`config.mk`:
```
export PLATFORM = sky130hd
export DESIGN_NAME = csq_div
export DESIGN_NICKNAME = d
export VERILOG_FILES = /design/src/hw/rtl/csq_div.sv
export SDC_FILE = /design/constraint.sdc
export NUM_CORES = 1
export LEC_CHECK = 0
export BUFFER_PORTS_ARGS = -buffer_cell sky130_fd_sc_hd__buf_2
export CORE_MARGIN = 2
export CORE_UTILIZATION = 38
export DETAILED_ROUTE_END_ITERATION = 7
export PLACE_DENSITY_LB_ADDON = 0.12
export SLEW_MARGIN = 5
export SYNTH_ARGS = -nofsm -noshare
export SYNTH_HDL_FRONTEND = slang
export SYNTH_SLANG_ARGS = --single-unit
```
`constraint.sdc`:
```
create_clock -name clock -period 2.65 [get_ports clock]
set_clock_uncertainty 0.1 [all_clocks]
set_input_delay 0.265 -clock clock [delete_from_list [all_inputs] [get_ports clock]]
set_output_delay 0.265 -clock clock [all_outputs]
set_load 0.005 [all_outputs]
```
`src/hw/rtl/csq_div.sv`:
```
// ----------------------------------------------------------------------------
// Chi-square restoring divider
// Unsigned division, one quotient bit per cycle.
// ----------------------------------------------------------------------------
module csq_div #(
   parameter int DW = 63,
   parameter int VW = 21
) (
   input  logic          clock,
   input  logic          reset,
   input  logic          start,
   input  logic [DW-1:0] dividend,
   input  logic [VW-1:0] divisor,
   output logic          done,
   output logic [DW-1:0] quotient
);
   localparam int SW = $clog2(DW);

   logic [VW-1:0] rem_ff,  rem_in;
   logic [DW-1:0] dq_ff,   dq_in;
   logic [SW-1:0] cnt_ff,  cnt_in;
   logic          busy_ff, busy_in;
   logic          done_ff, done_in;
   logic [VW:0]   trial;
   logic [VW:0]   diff;
   logic          fits;

   assign trial = {rem_ff, dq_ff[DW-1]};
   assign diff  = trial - {1'b0, divisor};
   assign fits  = trial >= {1'b0, divisor};

   always_comb begin
      rem_in  = rem_ff;
      dq_in   = dq_ff;
      cnt_in  = cnt_ff;
      busy_in = busy_ff;
      done_in = 1'b0;
      if (start) begin
         rem_in  = '0;
         dq_in   = dividend;
         cnt_in  = SW'(DW - 1);
         busy_in = 1'b1;
      end else if (busy_ff) begin
         // shift in one quotient bit, keep the partial remainder below the divisor
         rem_in = fits ? diff[VW-1:0] : trial[VW-1:0];
         dq_in  = {dq_ff[DW-2:0], fits};
         cnt_in = cnt_ff - SW'(1);
         if (cnt_ff == '0) begin
            busy_in = 1'b0;
            done_in = 1'b1;
         end
      end
   end

   always_ff @(posedge clock) begin
      if (reset) begin
         cnt_ff  <= '0;
         busy_ff <= 1'b0;
         done_ff <= 1'b0;
      end else begin
         cnt_ff  <= cnt_in;
         busy_ff <= busy_in;
         done_ff <= done_in;
      end
   end

   always_ff @(posedge clock) begin
      rem_ff <= rem_in;
      dq_ff  <= dq_in;
   end

   assign done     = done_ff;
   assign quotient = dq_ff;

endmodule

```
==> key figures, run 1 <==
Final layout
  – Filler instances: 1,235
  – Final std cells w/o fill: 798
  – Total Nets Final: 728
  – Fraction of layout cells with a size suffix above 1: 43.4%
  – Multi-input logic area: 2440 um^2
  – Diodes inserted: 0
  – Final Cell Area: 6520 um^2
  – Register area: 2470 um^2
  – Layout area overhead: 29.5%
  – Final core utilization: 49.9%

GRT
  – Vias in the first global route: 3,874
  – Initial antenna violation count: 0
  – Pin count of the biggest net entering global routing: 58
  – GR Overflow Total: 0
  – Total track usage: 17.3%
  – First-pass GRT wire length: 19.6 mm

Yosys
  – Post-synthesis sequential area ratio: 49.1%
  – Number of synthesized flops with an enable pin: 63
  – Syn Inst Count: 447
  – Most frequent cells after synthesis: edfxtp_1, mux2_2, nor2_1, dfxtp_1
  – Yosys top cell area share: 37.5%
  – Cell variety after synth: 50
  – Synth area leaders: edfxtp_1, mux2_2, dfxtp_1, ha_1, nor2_1
  – Yosys warns: 0
  – Synthesized flop and latch total: 92
  – Post-synthesis cell area: 5040 um^2
  – Ys flop type: edfxtp_1
  – Syn Nets: 558
  – Post-synth top area cell: edfxtp_1
  – Syn_area_per_cell: 11.3 um^2
  – Async set-reset flop share out of synthesis: 0%

Place
  – Inst Count DP: 781
  – Port-buffer cells: 150
  – DP Area: 6160 um^2
  – Gpl congestion: 0.807
  – Final HPWL from detailed placement: 8.86 mm

Floorplan
  – Die Wd: 119 um
  – Top Ports: 151
  – Die ar.: 14,200 um^2
  – Starting density of the core: 38.5%
  – Chip height: 119 um
  – # rows: 42
  – CORE AREA: 13,100 um^2

Timing
  – Slew Viols, Final: 0
  – RSZ-0062 raised after global routing: yes
  – Setup tns final: 0 ns
  – Period utilisation layout: 99.9%
  – Final setup viols: 0
  – Slew HR: 37.7%
  – Fmax achieved: 0.378 GHz
  – Final Hold Violating Endpoints: 0
  – Min cycle time layout: 2.65 ns
  – Worst-Margin Slew: 0.931 ns

CTS
  – CTS sink count: 92
  – CTS clk-pin slew, worst paths: 0.07 ns
  – Clk root buf: clkbuf_16
  – H-tree levels: 3
  – Clk_lat worst skew: 0.34 ns
  – CTS Hold Bufs: 0
  – Clk buf depth: 2
  – CTS tree: done
  – CTS buffer count: 9

Run status
  – Status: completed

Power
  – Part of the power in the clock network: 32.9%
  – Sequential share of power: 45.8%
  – Pwr dens: 595 nW/um^2
  – Peak supply drop: 0.440 mV
  – Gate power share: 21.3%
  – Leakage: 2.81 nW
  – Sw Share: 26.8%
  – Net Switching: 1.04 mW
  – Pint: 2.84 mW

Route
  – DR iter-0 viols: 235
  – Vias: 4,000
  – Routed vias/inst: 5.01
  – Post-DRT Antenna Nets: 0
  – Avg WL per Cell: 15.4 um
  – WL final: 12.3 mm
  – DR pass1 iterations: 4
  – Detailed-route DRC error count: 0

Run
  – Max Cap Viol: 0

Setup path
  – R2R Setup Slk: 0.003 ns
  – Worst setup SP type: register
  – Critical path class: register to register
  – CP endpoint kind: register
  – CP required: 2.80 ns
  – Critical Path AT: 2.80 ns
  – Max Fanout on Critical Path: 6

Worst hold path
  – HP Class: input port to register
==> worst max-delay path, cell delays in order (launching register included) <==
cell	delay, ns
edfxtp_1	0.38
inv_1	0.07
ha_2	0.17
inv_2	0.04
fa_2	0.34
a21o_1	0.21
a22o_1	0.22
o21ai_2	0.18
a31oi_4	0.11
or2_4	0.27
buf_6	0.16
mux2i_1	0.12
a211oi_1	0.21
==> sequential cells by signal (all words and copies together), names as in the netlist <==
name,count
busy_ff,1
cnt_ff,6
done,1
quotient,63
rem_ff,21
==> cell usage in the layout (no fill, tap or decap), drive strengths merged, types with 3 or more instances in the layout <==
master,n
buf,178
mux2,63
edfxtp,63
nor2,37
dfxtp,29
inv,27
a21oi,26
o21ai,24
ha,23
nand2,20
mux2i,13
xnor2,11
xor2,10
a211oi,10
nand3,9
clkbuf,9
nand2b,7
a21o,6
nand4,4
nor2b,4
a32oi,4
nor3,4
clkinv,4
and3,3
o31ai,3
or2,3
==> area by class of cell <==
class | count | area share, %
well taps | 176 | 3.38
multi-input cells | 310 | 37.4
clock inverters | 7 | 0.997
repair buffers | 178 | 15.4
flip-flops and latches | 92 | 37.9
clock buffers | 9 | 3.45
inverters | 26 | 1.50
==> metrics by stage <==
| stage | setup slack (ns) | hold slack (ns) | power, mW |
|---|---|---|---|
| finish | 0.00286 | 0.0952 | 3.88 |
| CTS | -0.00509 | 0.0887 | 3.91 |
| floorplan | -0.149 | 0.350 | 2.28 |
| global placement | -0.0106 | 0.374 | 2.60 |
| global route | -0.134 | 0.105 | 4.08 |
| detailed placement | -0.0516 | 0.394 | 2.61 |
==> kinds of logic after synthesis <==
family,synth area share [%]
compound gates,11.0
buf+inv,3.67
fa+ha+maj,6.11
xor+xnor,3.65
simple gates,9.83
flops,49.1
mux,16.7
==> path summary, 6_finish.rpt <==
path                                   start         end  cells after the start
worst min-delay path                   reset   cnt_ff[1]                      2
worst max register to register  quotient[62]  rem_ff[11]                     12
worst min register to register     rem_ff[5]   rem_ff[5]                      2
worst max-delay path            quotient[62]  rem_ff[11]                     12
==> layer usage <==
| layer | vias to the layer above | share of wire [%] | GRT usage [%] |
|---|---|---|---|
| met2 | 104 | 48 | 27.9 |
| li1 | 1990 | - | - |
| met3 | 17 | 5.5 | 5.22 |
| met4 | 0 | 1.9 | 5.88 |
| met1 | 1889 | 45 | 22.2 |
| met5 | - | 0 | 0 |
==> timing repair <==
item                       in CTS  in global routing
resized for setup               6                 17
setup buffers                   1                  1
setup endpoints to repair       8                 21
pin swaps                       5                  4
==> power by group through the flow <==
stage / Clock [mW] / Sequential, mW / Combinational [mW]
after floorplan: 0 / 1.81 / 0.473
after global placement: 0 / 1.81 / 0.794
after detailed placement: 0 / 1.81 / 0.804
after CTS: 1.32 / 1.78 / 0.814
after global routing: 1.37 / 1.80 / 0.918
final: 1.28 / 1.78 / 0.829
(Power assumes the default switching activity.)
==> inputs of run 2 (changes only) <==
--- a/config.mk
+++ b/config.mk
@@ -8,6 +8,7 @@
 export BUFFER_PORTS_ARGS = -buffer_cell sky130_fd_sc_hd__buf_2
 export CORE_MARGIN = 2
 export CORE_UTILIZATION = 38
+export CTS_BUF_LIST = sky130_fd_sc_hd__clkbuf_4
 export DETAILED_ROUTE_END_ITERATION = 7
 export PLACE_DENSITY_LB_ADDON = 0.12
 export SLEW_MARGIN = 5
==> run 2 against run 1 <==
Net effect:
- the run now ends with negative setup slack left
- count of clock-buffer cells in the layout stayed put
- setup slack got worse by 0.017 ns
- power shrank 11%
- flip-flop and latch count did not move
- utilization grew 3.8 points
- final area up 7.6%
- global-route usage rose by 1.2 points
- largest power group unchanged
==> key figures, run 2 (synthesis gave the netlist of run 1 again) <==
GRT
  – Initial antenna violation count: 0 (unchanged)
  – Vias in the first global route: 4,212 (+8.7%)
  – GR Overflow Total: 0 (unchanged)
  – First-pass GRT wire length: 20.8 mm (+6.6%)
  – Pin count of the biggest net entering global routing: 58 (unchanged)
  – Total track usage: 18.5% (+1.2 points)

Power
  – Gate power share: 26.4% (+5.1 points)
  – Net Switching: 1.00 mW (-3.4%)
  – Sw Share: 28.9% (+2.2 points)
  – Pwr dens: 495 nW/um^2 (-17%)
  – Sequential share of power: 51.2% (+5.4 points)
  – Part of the power in the clock network: 22.4% (-10 points)
  – Total power: 3.47 mW (-11%)
  – Pint: 2.47 mW (-13%)
  – Leakage: 3.01 nW (+7.2%)
  – Peak supply drop: 0.305 mV (-31%)

Run status
  – Failing checks: negative setup slack
  – Status: finished, violations left

Setup path
  – FF-to-FF path depth: 12 (unchanged)
  – Slowest cell on the critical path: edfxtp_1
  – Critical path class: register to register
  – CP max stage delay: 0.41 ns (+0.03 ns)
  – CP required: 2.93 ns (+0.13 ns)
  – Worst-path cell chain: inv_1, ha_2, inv_2, fa_2, a21o_1, a22o_1, o21ai_2, a31oi_4, or2_4, buf_6, mux2i_1, a211oi_1
  – Critical Path AT: 2.94 ns (+0.14 ns)
  – Max Fanout on Critical Path: 6 (unchanged)
  – Worst setup SP type: register
  – CP endpoint kind: register

Floorplan
  – # rows: 42 (unchanged)
  – Die Wd: 119 um (unchanged)
  – Top Ports: 151 (unchanged)
  – Chip height: 119 um (unchanged)
  – CORE AREA: 13,100 um^2 (unchanged)
  – Die ar.: 14,200 um^2 (unchanged)
  – Starting density of the core: 38.5% (unchanged)

Route
  – Avg WL per Cell: 15.2 um (-1.1%)
  – Routed vias/inst: 4.95 (-1.2%)
  – Post-DRT Antenna Nets: 0 (unchanged)
  – DR iter-0 viols: 258 (+9.8%)
  – Vias: 4,274 (+6.9%)
  – WL final: 13.1 mm (+6.9%)
  – Detailed-route DRC error count: 0 (unchanged)
  – DR pass1 iterations: 4 (unchanged)

Timing
  – Final setup viols: 2 (+2)
  – Slack of the critical path: -0.0141 ns (-0.0170 ns)
  – RSZ-0062 raised after global routing: yes
  – Fmax achieved: 0.375 GHz (-0.64%)
  – Slew HR: 38.4% (+0.63 points)
  – Period utilisation layout: 101% (+0.64 points)
  – Final Hold Violating Endpoints: 0 (unchanged)
  – Slew Viols, Final: 0 (unchanged)
  – Worst-Margin Slew: 0.921 ns (-0.00935 ns)
  – Min cycle time layout: 2.66 ns (+0.0170 ns)

Run
  – Max Cap Viol: 0 (unchanged)

Final layout
  – Commonest non-fill, non-tap cell in the layout: buf_2
  – Register area: 2470 um^2 (unchanged)
  – Total Nets Final: 793 (+8.9%)
  – Max reg flops: 63 (unchanged)
  – Fraction of layout cells with a size suffix above 1: 39.9% (-3.5 points)
  – Multi-input logic area: 2450 um^2 (+0.26%)
  – Diodes inserted: 0 (unchanged)
  – Layout area overhead: 39.3%
  – Most frequent cells in the layout: buf_2, mux2_2, dlygate4sd3_1, edfxtp_1, nor2_1
  – Final Cell Area: 7020 um^2 (+7.6%)
  – Filler instances: 1,193 (-3.4%)

Place
  – Final HPWL from detailed placement: 8.86 mm (unchanged)
  – DP Area: 6160 um^2 (unchanged)
  – Gpl congestion: 0.807 (unchanged)
  – Port-buffer cells: 150 (unchanged)

CTS
  – Clk root buf: clkbuf_4
  – CTS buffer count: 9 (unchanged)
  – H-tree levels: 3 (unchanged)
  – Clk buf depth: 2 (unchanged)
  – Clk_lat worst skew: 0.47 ns (+0.13 ns)
  – CTS clk-pin slew, worst paths: 0.14 ns (+0.07 ns)
  – CTS tree: done
  – CTS sink count: 92 (unchanged)

Worst hold path
  – HP Class: input port to register
  – Hold Path Stages: 2 (unchanged)
==> run 2: changes by cell type in the layout (fill, tap and decap cells not counted), sizes merged <==
| cell | change |
|---|---|
| buf | +2 |
| dlygate4sd3 | +63 |
==> run 2: per-layer routing <==
| layer | global-route usage, % | part of all wire [%] | vias up |
|---|---|---|---|
| li1 | - | - | 2125 |
| met5 | 0 | 0 | - |
| met4 | 6.70 | 2.1 | 0 |
| met1 | 23.2 | 43 | 2015 |
| met2 | 30.9 | 50 | 111 |
| met3 | 4.69 | 5.0 | 23 |
==> run 2: repair_timing <==
action / 4_1_cts / 5_1_grt
setup buffers: 3 / 1
pin swaps: 6 / 5
hold endpoints to repair: 70 / 0
resized for setup: 9 / 17
hold buffers: 63 / 0
setup endpoints to repair: 13 / 22
==> run 2: worst max-delay path: cells and delay by family (launching register included) <==
family | cells | cell delay (ns)
fa+ha+maj | 2 | 0.51
simple gates | 1 | 0.27
buf+inv | 3 | 0.27
compound gates | 5 | 0.91
flops | 1 | 0.41
mux | 1 | 0.12
==> run 2: final cells by class <==
class                           instances  share of cell area, %
Multi-Input combinational cell        310                   34.9
Timing Repair Buffer                  243                   23.5
Sequential cell                        92                   35.2
Tap cell                              176                   3.14
Clock inverter                          7                  0.927
Inverter                               26                   1.39
Clock buffer                            9                  0.963
==> run 2: final timing paths <==
check	startpoint	to	slack, ns
min reg2reg	rem_ff[5]	rem_ff[5]	0.39
min	dividend[0]	quotient[0]	0.07
max	quotient[62]	rem_ff[11]	-0.01
max reg2reg	quotient[62]	rem_ff[11]	-0.01
==> run 2: metrics by stage <==
step                      hold WS (ns)  utilization (%)  setup TNS, ns  setup slack (ns)  std cells
after global routing            0.0307             53.6          -1.01            -0.136        863
after floorplan                  0.350                -         -0.165            -0.149        447
after global placement           0.374             47.1        -0.0106           -0.0106        781
after detailed placement         0.394             47.1         -0.146           -0.0516        781
after CTS                       0.0155             53.3        -0.0128           -0.0128        863
final                           0.0703             53.6        -0.0209           -0.0141        863
==> run 2: power by group through the flow <==
stage	clock network (mW)	logic, mW	registers [mW]
finish	0.777	0.916	1.78
global route	0.862	1.01	1.80
CTS	0.825	0.897	1.78
detailed placement	0	0.804	1.81
global placement	0	0.794	1.81
floorplan	0	0.473	1.81
==> inputs of run 3 (changes only) <==
--- a/config.mk
+++ b/config.mk
@@ -5,6 +5,7 @@
 export SDC_FILE = /design/constraint.sdc
 export NUM_CORES = 1
 export LEC_CHECK = 0
+export ABC_AREA = 1
 export BUFFER_PORTS_ARGS = -buffer_cell sky130_fd_sc_hd__buf_2
 export CORE_MARGIN = 2
 export CORE_UTILIZATION = 38
==> run 3 against run 2 <==
Net effect:
- the flow now finishes without violations
- fmax grew 12%
- final area increased by 5.5%
- critical path depth increased by 1
- clock power decreased by 4.4%
==> key figures, run 3 <==
Setup path
  – CP required: 2.90 ns (-0.03 ns)
  – CP max stage delay: 0.45 ns (+0.04 ns)
  – Max Fanout on Critical Path: 14 (+8)
  – Worst-path cell chain: inv_1, ha_1, inv_1, fa_1, nand2_1, nand3_2, nand2_1, nand2_2, nand2_8, buf_4, nand3_1, nand3_1, o21ai_1
  – Slowest cell on the critical path: fa_1
  – Worst setup SP type: register
  – Critical Path AT: 2.63 ns (-0.31 ns)
  – Critical path class: register to register
  – CP endpoint kind: register

Yosys
  – Yosys top cell area share: 33.3% (-4.2 points)
  – Synth area leaders: edfxtp_1, nand2_1, dfxtp_1, inv_1, ha_1
  – Post-synthesis cell area: 5670 um^2 (+13%)
  – Syn Inst Count: 777 (+74%)
  – Most frequent cells after synthesis: nand2_1, inv_1, edfxtp_1, nand3_1, nor2_1
  – Synthesized flop and latch total: 92 (unchanged)
  – Syn Nets: 888 (+59%)
  – Ys flop type: edfxtp_1
  – Post-synth top area cell: edfxtp_1
  – Async set-reset flop share out of synthesis: 0% (unchanged)
  – Yosys warns: 0 (unchanged)
  – Syn_area_per_cell: 7.30 um^2 (-35%)
  – Number of synthesized flops with an enable pin: 63 (unchanged)
  – Most common cell in the synthesized netlist: nand2_1
  – Post-synthesis sequential area ratio: 43.6% (-5.5 points)
  – Cell variety after synth: 40 (-20%)

Timing
  – Min cycle time layout: 2.38 ns (-0.286 ns)
  – Final setup viols: 0 (-2)
  – Period utilisation layout: 89.8% (-11 points)
  – RSZ-0062 raised after global routing: no
  – Slew HR: 56.9% (+19 points)
  – Final Hold Violating Endpoints: 0 (unchanged)
  – Worst-Margin Slew: 0.647 ns (-0.275 ns)
  – Slew Viols, Final: 0 (unchanged)
  – Fmax achieved: 0.420 GHz (+12%)
  – Setup tns final: 0 ns (+0.0209 ns)

CTS
  – Clk root buf: clkbuf_4
  – Postcts setup bufs: 0 (-3)
  – CTS clk-pin slew, worst paths: 0.15 ns (about the same)
  – CTS tree: done
  – Clk buf depth: 2 (unchanged)
  – Clk_lat worst skew: 0.47 ns (about the same)
  – H-tree levels: 3 (unchanged)
  – CTS sink count: 92 (unchanged)
  – CTS buffer count: 9 (unchanged)

GRT
  – Total track usage: 19.0% (+0.50 points)
  – Initial antenna violation count: 1 (+1)
  – Pin count of the biggest net entering global routing: 68 (+17%)
  – Vias in the first global route: 5,004 (+19%)
  – GR Overflow Total: 0 (unchanged)
  – First-pass GRT wire length: 24.5 mm (+17%)

Route
  – DR pass1 iterations: 4 (unchanged)
  – DR iter-0 viols: 305 (+18%)
  – Met2 Routed Length: 6.75 mm (+3.8%)
  – Metal3 WL: 749 um (+14%)
  – Routed vias/inst: 4.59 (-7.4%)
  – M1 WL: 7.46 mm (+32%)
  – Post-DRT Antenna Nets: 0 (unchanged)
  – Max Used Layer: met4
  – Vias: 5,414 (+27%)
  – WL final: 15.3 mm (+17%)
  – Avg WL per Cell: 13.0 um (-14%)
  – Detailed-route DRC error count: 0 (unchanged)

Final layout
  – Final std cells w/o fill: 1,180 (+37%)
  – Final Cell Area: 7400 um^2 (+5.5%)
  – Most frequent cells in the layout: nand2_1, buf_2, inv_1
  – Final core utilization: 50.9% (-2.7 points)
  – Max reg flops: 63 (unchanged)
  – Total Nets Final: 1,099 (+39%)
  – Filler instances: 1,483 (+24%)
  – Layout area overhead: 30.5%
  – Commonest non-fill, non-tap cell in the layout: nand2_1
  – Fraction of layout cells with a size suffix above 1: 21.0% (-19 points)

Power
  – Peak supply drop: 0.227 mV (-25%)
  – Pwr dens: 416 nW/um^2 (-16%)
  – Leakage: 3.93 nW (+31%)

Place
  – DP Area: 6610 um^2 (+7.4%)
  – Gpl congestion: 0.862 (+6.8%)
  – Inst Count DP: 1,096 (+40%)
  – Port-buffer cells: 150 (unchanged)
  – Final HPWL from detailed placement: 10.7 mm (+21%)

Worst hold path
  – HP Class: input port to register

Floorplan
  – Die Wd: 126 um (+5.9%)
  – Top Ports: 151 (unchanged)
  – CORE AREA: 14,500 um^2 (+11%)
  – Starting density of the core: 39.0% (+0.53 points)
  – # rows: 44 (+4.8%)
  – Die ar.: 15,900 um^2 (+12%)
  – Chip height: 126 um (+5.9%)

Run
  – Max Cap Viol: 0 (unchanged)

Run status
  – Status: completed
-- run 3: repair_timing --
item	4_1_cts	5_1_grt
hold buffers	65	0
gates resized for setup	0	1
hold endpoints to repair	69	0
endpoints found under the setup margin	0	2
-- run 3: layer usage --
layer | global-route usage [%] | vias up
li1 | - | 2861
met1 | 27.3 | 2380
met2 | 29.0 | 147
met3 | 3.10 | 26
met4 | 6.92 | 0
met5 | 0 | -
-- run 3: cells by family (layout without fill, tap and decap cells) --
kind of cell | count (synthesis) | count (layout) | synth area share (%)
AO/OA/AOI/OAI | 37 | 37 | 3.73
XOR/XNOR | 8 | 8 | 1.24
adder cells (fa/ha/maj) | 24 | 24 | 5.43
buffers and inverters | 135 | 351 | 9.68
flip-flops | 92 | 92 | 43.6
other | 0 | 3 | 0
AND/OR/NAND/NOR | 481 | 481 | 36.3
-- run 3: final cells by class --
type | count | area (um^2) | share of cell area (%)
Inverter | 111 | 417 | 5.63
Timing Repair Buffer | 224 | 1490 | 20.2
Clock inverter | 6 | 48.8 | 0.659
Antenna cell | 3 | 7.51 | 0.101
Multi-Input combinational cell | 550 | 2660 | 35.9
Tap cell | 184 | 230 | 3.11
Clock buffer | 10 | 75.1 | 1.01
Sequential cell | 92 | 2470 | 33.4
-- run 3: final timing paths --
kind | from | endpoint | slack (ns) | cells after the start
max | quotient[62] | rem_ff[6] | 0.27 | 13
min | dividend[0] | quotient[0] | 0.09 | 3
max reg2reg | quotient[62] | rem_ff[6] | 0.27 | 13
min reg2reg | rem_ff[14] | rem_ff[14] | 0.38 | 2
-- run 3: power breakdown --
part	switching [mW]	internal, mW
Sequential	0.0603	1.68
Clock	0.529	0.214
Combinational	0.318	0.281
Total	0.907	2.17
-- run 3: per-stage QoR --
step           setup WS, ns  hold WS, ns  power [mW]
2_1_floorplan         0.258        0.343        2.04
3_3_place_gp          0.306        0.365        2.30
3_5_place_dp          0.228        0.362        2.29
4_1_cts               0.207       0.0565        3.12
5_1_grt              0.0605        0.104        3.26
6_report              0.271       0.0876        3.08
-- run 3: worst max-delay path: cells and delay by family (launching register included) --
| family | cells | cell delay [ns] |
|---|---|---|
| compound gates | 1 | 0.06 |
| fa+ha+maj | 2 | 0.61 |
| buf+inv | 3 | 0.37 |
| flops | 1 | 0.41 |
| simple gates | 7 | 0.73 |
